### config.mk
export PLATFORM = sky130hd
export DESIGN_NAME = chunky_to_planar_packer
export DESIGN_NICKNAME = d
export VERILOG_FILES = /design/src/rtl/c2p_pkg.sv /design/src/rtl/chunky_to_planar_packer.sv /design/src/rtl/c2p_front.sv /design/src/rtl/c2p_queue.sv /design/src/rtl/c2p_back.sv
export SDC_FILE = /design/constraint.sdc
export NUM_CORES = 1
export LEC_CHECK = 0
export ABC_AREA = 1
export BUFFER_PORTS_ARGS = -buffer_cell sky130_fd_sc_hd__buf_2
export CAP_MARGIN = 10
export CORE_ASPECT_RATIO = 0.8
export CORE_MARGIN = 8
export CORE_UTILIZATION = 51
export DETAILED_ROUTE_END_ITERATION = 8
export PLACE_DENSITY_LB_ADDON = 0.2
export SETUP_SLACK_MARGIN = 0.2
export SKIP_LAST_GASP = 1
export SLEW_MARGIN = 30
export SYNTH_ARGS = -nofsm -noshare
export SYNTH_HDL_FRONTEND = slang
export SYNTH_SLANG_ARGS = --single-unit
### constraint.sdc
create_clock -name clk -period 10.9 [get_ports clk]
set_clock_uncertainty 0.1 [all_clocks]
set_input_delay 1.635 -clock clk [delete_from_list [all_inputs] [get_ports clk]]
set_output_delay 1.635 -clock clk [all_outputs]
set_load 0.02 [all_outputs]
### src/rtl/c2p_pkg.sv
`timescale 1ns / 1ps
// ----------------------------------------------------------------------------
// c2p_pkg: shared types and constants of the chunky-to-planar packer
// Holds the field widths, register indexes, the group record that travels
// from the front end to the word serializer, and the plane count decode.
// ----------------------------------------------------------------------------
package c2p_pkg;

    localparam int unsigned MAX_PLANES  = 8;
    localparam int unsigned PIXEL_BITS  = 8;
    localparam int unsigned WORD_BITS   = 16;
    localparam int unsigned PLANE_BITS  = 3;
    localparam int unsigned MODE_BITS   = 2;
    localparam int unsigned COL_BITS    = 16;
    localparam int unsigned CFG_DATA_BITS = 16;
    localparam int unsigned CFG_IDX_BITS  = 1;
    localparam int unsigned QUEUE_DEPTH   = 2;

    localparam logic [CFG_IDX_BITS-1:0] REG_PLANE_MODE = 1'b0;
    localparam logic [CFG_IDX_BITS-1:0] REG_ROW_WIDTH  = 1'b1;

    localparam logic [MODE_BITS-1:0] PLANE_MODE_RESET = 2'd3;
    localparam logic [COL_BITS-1:0]  ROW_WIDTH_RESET  = 16'd320;
    localparam logic [3:0]           GROUP_END_NIBBLE = 4'hF;

    typedef logic [WORD_BITS-1:0]   word_t;
    typedef logic [PLANE_BITS-1:0]  plane_t;
    typedef logic [MODE_BITS-1:0]   mode_t;

    // One finished group of sixteen pixels: every plane word plus the
    // number of the final plane to be sent.
    typedef struct packed {
        word_t [MAX_PLANES-1:0] words;
        plane_t                 last_plane;
    } group_t;

    // Final plane number for a mode, limited by the number of planes kept.
    function automatic plane_t last_plane_of(input mode_t mode);
        int unsigned n;
        n = 1 << mode;
        if (n > MAX_PLANES)
        begin
            n = MAX_PLANES;
        end
        return PLANE_BITS'(n - 1);
    endfunction

endpackage

### src/rtl/chunky_to_planar_packer.sv
`timescale 1ns / 1ps
// ----------------------------------------------------------------------------
// chunky_to_planar_packer: palette pixels to interleaved bitplane words
// Top level: pixel intake, group queue and word serializer.
// ----------------------------------------------------------------------------
// The block takes one 8-bit palette pixel per cycle, row by row, and sends
// out 16-bit bitplane words. Every sixteenth pixel of a row closes a group,
// and the group's plane words follow on the output, plane 0 first, one word
// per cycle while word_ready is high, with last marking the final plane.
// plane_mode selects 1, 2, 4 or 8 planes and row_width the pixels per row
// (zero means 65536); a partial group at the end of a row is dropped. A
// pixel is taken every cycle; the only stall comes at a group end when both
// queue entries are occupied, which happens only if the output side has
// been held back, since a group of at most eight words drains faster than
// the next group of sixteen pixels is built. A closed group reaches the
// output through a queue entry and then the output register.
// Configuration is written through cfg_we, cfg_index and cfg_data while the
// block is idle; a mode change takes effect at the next group.
// ----------------------------------------------------------------------------
module chunky_to_planar_packer (
    input  logic                              clk,
    input  logic                              rst_n,
    input  logic                              cfg_we,
    input  logic [c2p_pkg::CFG_IDX_BITS-1:0]  cfg_index,
    input  logic [c2p_pkg::CFG_DATA_BITS-1:0] cfg_data,
    input  logic                              pixel_valid,
    output logic                              pixel_ready,
    input  logic [c2p_pkg::PIXEL_BITS-1:0]    pixel_index,
    output logic                              word_valid,
    input  logic                              word_ready,
    output logic [c2p_pkg::WORD_BITS-1:0]     plane_word,
    output logic [c2p_pkg::PLANE_BITS-1:0]    plane_number,
    output logic                              last
);
    import c2p_pkg::*;

    logic   push;
    group_t push_group;
    logic   queue_full;
    logic   pop;
    logic   head_valid;
    group_t head_group;

    // Intake: configuration, shift registers and column counter.
    c2p_front u_front (
        .clk         (clk),
        .rst_n       (rst_n),
        .cfg_we      (cfg_we),
        .cfg_index   (cfg_index),
        .cfg_data    (cfg_data),
        .pixel_valid (pixel_valid),
        .pixel_ready (pixel_ready),
        .pixel_index (pixel_index),
        .push        (push),
        .push_group  (push_group),
        .queue_full  (queue_full)
    );

    // Two finished groups can wait here while the output is stalled.
    c2p_queue u_queue (
        .clk        (clk),
        .rst_n      (rst_n),
        .push       (push),
        .push_group (push_group),
        .full       (queue_full),
        .pop        (pop),
        .head_valid (head_valid),
        .head_group (head_group)
    );

    // Serializer: one plane word per cycle into the output register, unless stalled.
    c2p_back u_back (
        .clk          (clk),
        .rst_n        (rst_n),
        .head_valid   (head_valid),
        .head_group   (head_group),
        .pop          (pop),
        .word_valid   (word_valid),
        .word_ready   (word_ready),
        .plane_word   (plane_word),
        .plane_number (plane_number),
        .last         (last)
    );

    // A full queue must hold the intake off exactly at a group end.
    a_stall_only_at_group: assert property (@(posedge clk) disable iff (!rst_n)
        !pixel_ready |-> queue_full)
        else $error("pixel intake stalled with room in the queue");

endmodule

### src/rtl/c2p_front.sv
`timescale 1ns / 1ps
// ----------------------------------------------------------------------------
// c2p_front: pixel intake and bitplane shifting
// Holds the configuration, the eight plane shift registers and the column
// counter, and hands each completed group of sixteen pixels to the queue.
// ----------------------------------------------------------------------------
module c2p_front (
    input  logic                            clk,
    input  logic                            rst_n,
    input  logic                            cfg_we,
    input  logic [c2p_pkg::CFG_IDX_BITS-1:0]  cfg_index,
    input  logic [c2p_pkg::CFG_DATA_BITS-1:0] cfg_data,
    input  logic                            pixel_valid,
    output logic                            pixel_ready,
    input  logic [c2p_pkg::PIXEL_BITS-1:0]  pixel_index,
    output logic                            push,
    output c2p_pkg::group_t                 push_group,
    input  logic                            queue_full
);
    import c2p_pkg::*;

    word_t [PIXEL_BITS-1:0]  plane_shift_reg;
    word_t [PIXEL_BITS-1:0]  plane_shift_next;
    word_t [PIXEL_BITS-1:0]  shifted;
    logic [COL_BITS-1:0]     column_count_reg;
    logic [COL_BITS-1:0]     column_count_next;
    mode_t                   plane_mode_reg;
    logic [COL_BITS-1:0]     row_width_reg;
    logic [COL_BITS:0]       col_inc;
    logic [COL_BITS:0]       row_limit;
    logic                    group_end;
    logic                    row_end;
    logic                    accept;

    assign group_end   = (column_count_reg[3:0] == GROUP_END_NIBBLE);
    // A group end needs a free queue slot; other pixels never stall.
    assign pixel_ready = !queue_full || !group_end;
    assign accept      = pixel_valid && pixel_ready;

    assign col_inc   = {1'b0, column_count_reg} + {{COL_BITS{1'b0}}, 1'b1};
    // A row width of zero stands for a full 65536-pixel row.
    assign row_limit = (row_width_reg == '0) ? {1'b1, {COL_BITS{1'b0}}}
                                             : {1'b0, row_width_reg};
    assign row_end   = (col_inc >= row_limit);

    always_comb
    begin
        for (int k = 0; k < PIXEL_BITS; k++)
        begin
            shifted[k] = {plane_shift_reg[k][WORD_BITS-2:0], pixel_index[k]};
        end
    end

    assign push = accept && group_end;

    always_comb
    begin
        for (int k = 0; k < MAX_PLANES; k++)
        begin
            push_group.words[k] = shifted[k];
        end
        push_group.last_plane = last_plane_of(plane_mode_reg);
    end

    always_comb
    begin
        plane_shift_next  = plane_shift_reg;
        column_count_next = column_count_reg;
        if (accept)
        begin
            plane_shift_next = (group_end || row_end) ? '0 : shifted;
            column_count_next = row_end ? '0 : col_inc[COL_BITS-1:0];
        end
    end

    always_ff @(posedge clk or negedge rst_n)
    begin
        if (!rst_n)
        begin
            plane_shift_reg  <= '0;
            column_count_reg <= '0;
            plane_mode_reg   <= PLANE_MODE_RESET;
            row_width_reg    <= ROW_WIDTH_RESET;
        end
        else
        begin
            plane_shift_reg  <= plane_shift_next;
            column_count_reg <= column_count_next;
            if (cfg_we)
            begin
                unique case (cfg_index)
                    REG_PLANE_MODE: plane_mode_reg <= cfg_data[MODE_BITS-1:0];
                    REG_ROW_WIDTH:  row_width_reg  <= cfg_data[COL_BITS-1:0];
                    default:        ;
                endcase
            end
        end
    end

    // A group end that is accepted always goes to the queue.
    a_group_pushed: assert property (@(posedge clk) disable iff (!rst_n)
        (accept && group_end) |-> push)
        else $error("group end accepted without a queue push");

    // After an accepted group end the shift registers start from zero.
    a_clear_after_group: assert property (@(posedge clk) disable iff (!rst_n)
        (accept && group_end) |=> (plane_shift_reg == '0))
        else $error("plane shift registers not cleared after a group");

endmodule

### src/rtl/c2p_queue.sv
`timescale 1ns / 1ps
// ----------------------------------------------------------------------------
// c2p_queue: group queue between intake and serializer
// A two-entry first-in first-out buffer of finished groups.
// ----------------------------------------------------------------------------
module c2p_queue (
    input  logic            clk,
    input  logic            rst_n,
    input  logic            push,
    input  c2p_pkg::group_t push_group,
    output logic            full,
    input  logic            pop,
    output logic            head_valid,
    output c2p_pkg::group_t head_group
);
    import c2p_pkg::*;

    group_t     entry_reg [QUEUE_DEPTH];
    logic       wr_ptr_reg;
    logic       wr_ptr_next;
    logic       rd_ptr_reg;
    logic       rd_ptr_next;
    logic [1:0] count_reg;
    logic [1:0] count_next;

    assign full       = (count_reg == 2'(QUEUE_DEPTH));
    assign head_valid = (count_reg != '0);
    assign head_group = entry_reg[rd_ptr_reg];

    always_comb
    begin
        wr_ptr_next = push ? !wr_ptr_reg : wr_ptr_reg;
        rd_ptr_next = pop  ? !rd_ptr_reg : rd_ptr_reg;
        count_next  = count_reg + 2'(push) - 2'(pop);
    end

    always_ff @(posedge clk or negedge rst_n)
    begin
        if (!rst_n)
        begin
            wr_ptr_reg <= 1'b0;
            rd_ptr_reg <= 1'b0;
            count_reg  <= '0;
        end
        else
        begin
            wr_ptr_reg <= wr_ptr_next;
            rd_ptr_reg <= rd_ptr_next;
            count_reg  <= count_next;
        end
    end

    always_ff @(posedge clk)
    begin
        if (push)
        begin
            entry_reg[wr_ptr_reg] <= push_group;
        end
    end

    a_no_overflow: assert property (@(posedge clk) disable iff (!rst_n)
        !(push && full))
        else $error("push into a full group queue");

    a_no_underflow: assert property (@(posedge clk) disable iff (!rst_n)
        pop |-> head_valid)
        else $error("pop from an empty group queue");

endmodule

### src/rtl/c2p_back.sv
`timescale 1ns / 1ps
// ----------------------------------------------------------------------------
// c2p_back: plane word serializer
// Sends the words of the group at the queue head, plane 0 first, one word
// per cycle while the output is not stalled, through an output register,
// and retires the group after its final plane.
// ----------------------------------------------------------------------------
module c2p_back (
    input  logic                            clk,
    input  logic                            rst_n,
    input  logic                            head_valid,
    input  c2p_pkg::group_t                 head_group,
    output logic                            pop,
    output logic                            word_valid,
    input  logic                            word_ready,
    output logic [c2p_pkg::WORD_BITS-1:0]   plane_word,
    output logic [c2p_pkg::PLANE_BITS-1:0]  plane_number,
    output logic                            last
);
    import c2p_pkg::*;

    plane_t idx_reg;
    plane_t idx_next;
    logic   out_valid_reg;
    logic   out_valid_next;
    word_t  plane_word_reg;
    plane_t plane_number_reg;
    logic   last_reg;
    logic   issue;
    logic   final_plane;

    assign issue       = head_valid && (!out_valid_reg || word_ready);
    assign final_plane = (idx_reg == head_group.last_plane);
    assign pop         = issue && final_plane;

    always_comb
    begin
        idx_next       = idx_reg;
        out_valid_next = out_valid_reg && !word_ready;
        if (issue)
        begin
            out_valid_next = 1'b1;
            idx_next       = final_plane ? '0 : idx_reg + 1'b1;
        end
    end

    always_ff @(posedge clk or negedge rst_n)
    begin
        if (!rst_n)
        begin
            idx_reg       <= '0;
            out_valid_reg <= 1'b0;
        end
        else
        begin
            idx_reg       <= idx_next;
            out_valid_reg <= out_valid_next;
        end
    end

    always_ff @(posedge clk)
    begin
        if (issue)
        begin
            plane_word_reg   <= head_group.words[idx_reg];
            plane_number_reg <= idx_reg;
            last_reg         <= final_plane;
        end
    end

    assign word_valid   = out_valid_reg;
    assign plane_word   = plane_word_reg;
    assign plane_number = plane_number_reg;
    assign last         = last_reg;

    // A retired group restarts the plane count at zero.
    a_idx_restart: assert property (@(posedge clk) disable iff (!rst_n)
        pop |=> (idx_reg == '0))
        else $error("plane index not restarted after a group");

    // The plane index never runs past the group's final plane.
    a_idx_bound: assert property (@(posedge clk) disable iff (!rst_n)
        head_valid |-> (idx_reg <= head_group.last_plane))
        else $error("plane index beyond the final plane");

endmodule
==> reports/results.ini <==
[power_and_ir_drop]
leakage_nw=9.53
p_per_area_nw_per_um2=236
total_power_mw=4.96
ir_drop_mv=0.213

[die]
start_util_pct=51.4
ios=52
core_um2=36900
die_area_um2=43700
rows=63
die_x_um=232
die_h_um=189

[sta]
finalSetupTns_ns=0
tightest_slew_ns=0.899
holdWs_ns=0.373
period_share_pct=43.1
finalMaxSlewViolations=0
relSlewSlack_pct=40.1
timing.fmax_mhz=213
rsz0062_at_grt=no
timing.final.hold_violations=0
layout_min_cycle_time_ns=4.69
finalSetupViolCount=0

[cells_and_area]
final_layout_size_suffix_gt1_share_pct=8.36
diodes=0
num-nets-final=1905
utilization_pct=57.0
area_growth_pct=10.8
largest_reg_flops=262

[routing]
via_per_inst=5.46
vias=12992
drtIter0Drc=1141
wl_um=44000
routedWlPerCell_um=18.5
firstDrtPassIters=5
drc=0
ant_nets=0

[critical_path]
crit_arrival_ns=5.08
timing.critical_path.mode_cell=nand2_1
cp-start-kind=flop
rrSetupSlack_ns=6.21
worstPathCellList=ha_1, nand3_4, inv_1, nand3_1, xor2_1, inv_1, ha_1, nand2_1, inv_1, nand2_1, nor2_1, nor2_1, nand2_1, nor2_4, buf_16, buf_6, nand3_1, nand2_1
cp_num_cells=18
r2r.worst_path.cells=18
slowest_stage=buf_6
crit_fanout=91
cp_data_required_time_ns=11.29
path_class=flop to flop
reg2reg_to=u_front.push_group[4]
path_delay_family=simple AND/OR/NAND/NOR gates
critPathCaptureType=flop
max_stage_delay_ns=0.60
cp_num_buf_inv=5
timing.rr.start=u_front.column_count_reg[0]

[synthesis]
synth.top_cell.area_share_pct=44.6
syn_area_um2=19000
ys_top_cells_by_area=edfxtp_1 (45%), dfrtp_1 (21%), nand2_1 (9.3%)
synth_cells=1849
yosysSeqAreaShare_pct=66.0
ys.flop_type=edfxtp_1
synth_most_common_cell=nand2_1
async_flop_share_pct=36.5
mappedNetlistNets=1900
syn_area_per_cell_um2=10.3
yosys.area.top_type=edfxtp_1
ys_types=32
yosys_warnings=0
ys_top_cells_by_count=nand2_1 (469), edfxtp_1 (282), inv_1 (177)
synth_edf_count=282
ys_ff_latch=444

[grt]
grt_pass1_vias=13017
grt.overflow.total=0
grt_max_degree=99
antenna_found_initial=1
track_usage_pct=20.4
grt_first_pass_wirelength_um=71700

[cts]
numCtsBuffers=45
htreeDepth=2
post-cts-setup-buffers=0
holdBufCountCts=0
cts.sinks=444
cts_root_buf=clkbuf_16
cts_resized=0
clkSlewWorstSetupHoldPaths_ns=0.06
max-clock-path-buffers=3
insertion_delay_ns=0.55
cts_tree=done

[placed_design]
hpwl_um=23300
gp_congestion=0.803
numPortBuffers=51

[worst_hold_path]
min_from=u_front.push_group[82]
min_to=u_queue.entry_reg[1][82]
whs_path_depth=0
hold_path.class=flop to flop

[job]
drv_cap=0

[outcome]
outcome=complete, no violations

per-layer routing:
layer	track usage [%]	wire length, µm
met5	0	12
met1	28.6	20100
met3	3.62	2340
met2	33.0	20800
met4	4.81	785
metrics by stage:
stage	instances	instance area [µm²]	setup WS [ns]
2_1_floorplan	1849	19000	2.75
3_3_place_gp	2293	19500	5.66
3_5_place_dp	2294	19500	5.59
4_1_cts	2378	21000	5.94
5_1_grt	2378	21000	5.76
6_report	2378	21000	6.21
cell families (layout without fill, tap and decap cells):
logic type      Yosys count  in the layout  share of synthesized area [%]
simple gates            829            829                           17.8
flops                   444            444                           66.0
buf+inv                 294            336                           6.39
compound gates          243            243                           7.57
fa+ha+maj                21             21                           1.38
xor+xnor                 18             18                          0.831
placed cells by master, fill, tap and decap left out, types with 41 or more instances in the layout:
master,Yosys,layout
nand2_1,469,468
edfxtp_1,282,282
inv_1,177,177
nand3_1,174,174
nor2_1,170,168
dfrtp_1,158,156
o21ai_0,144,144
buf_2,54,50
clkbuf_16,0,47
o221ai_1,41,41
power by group:
group	internal [mW]	switching [mW]
registers	2.05	0.188
clock network	0.893	0.636
logic	0.353	0.836
total	3.30	1.66
worst max path at each step:
stage	slack (ns)	endpoint	from
final	6.21	u_front.push_group[4]	u_front.column_count_reg[0]
after global routing	5.76	u_front.push_group[59]	u_front.column_count_reg[0]
after CTS	5.94	u_front.push_group[4]	u_front.column_count_reg[0]
after detailed placement	5.59	u_queue.entry_reg[1][97]	pixel_valid
after global placement	5.66	u_queue.entry_reg[1][82]	pixel_valid
after floorplan	2.75	u_queue.entry_reg[0][0]	pixel_valid
worst reg2reg max path: cells and delay by family, from the launching register on:
kind / cells / cell delay [ns]
buffers and inverters: 5 / 1.34
AND/OR/NAND/NOR: 10 / 2.01
flip-flops: 1 / 0.43
XOR/XNOR: 1 / 0.15
adder cells (fa/ha/maj): 2 / 0.59
layout make-up:
cell class,count,area [µm²]
clock buffer,67,1330
inverter,181,681
tap,487,609
clock inverter,17,141
fill,3186,15900
multi-input combinational,1111,5270
sequential,444,12500
timing repair buffer,71,458
Note: power is estimated with default switching activity, not from simulation.
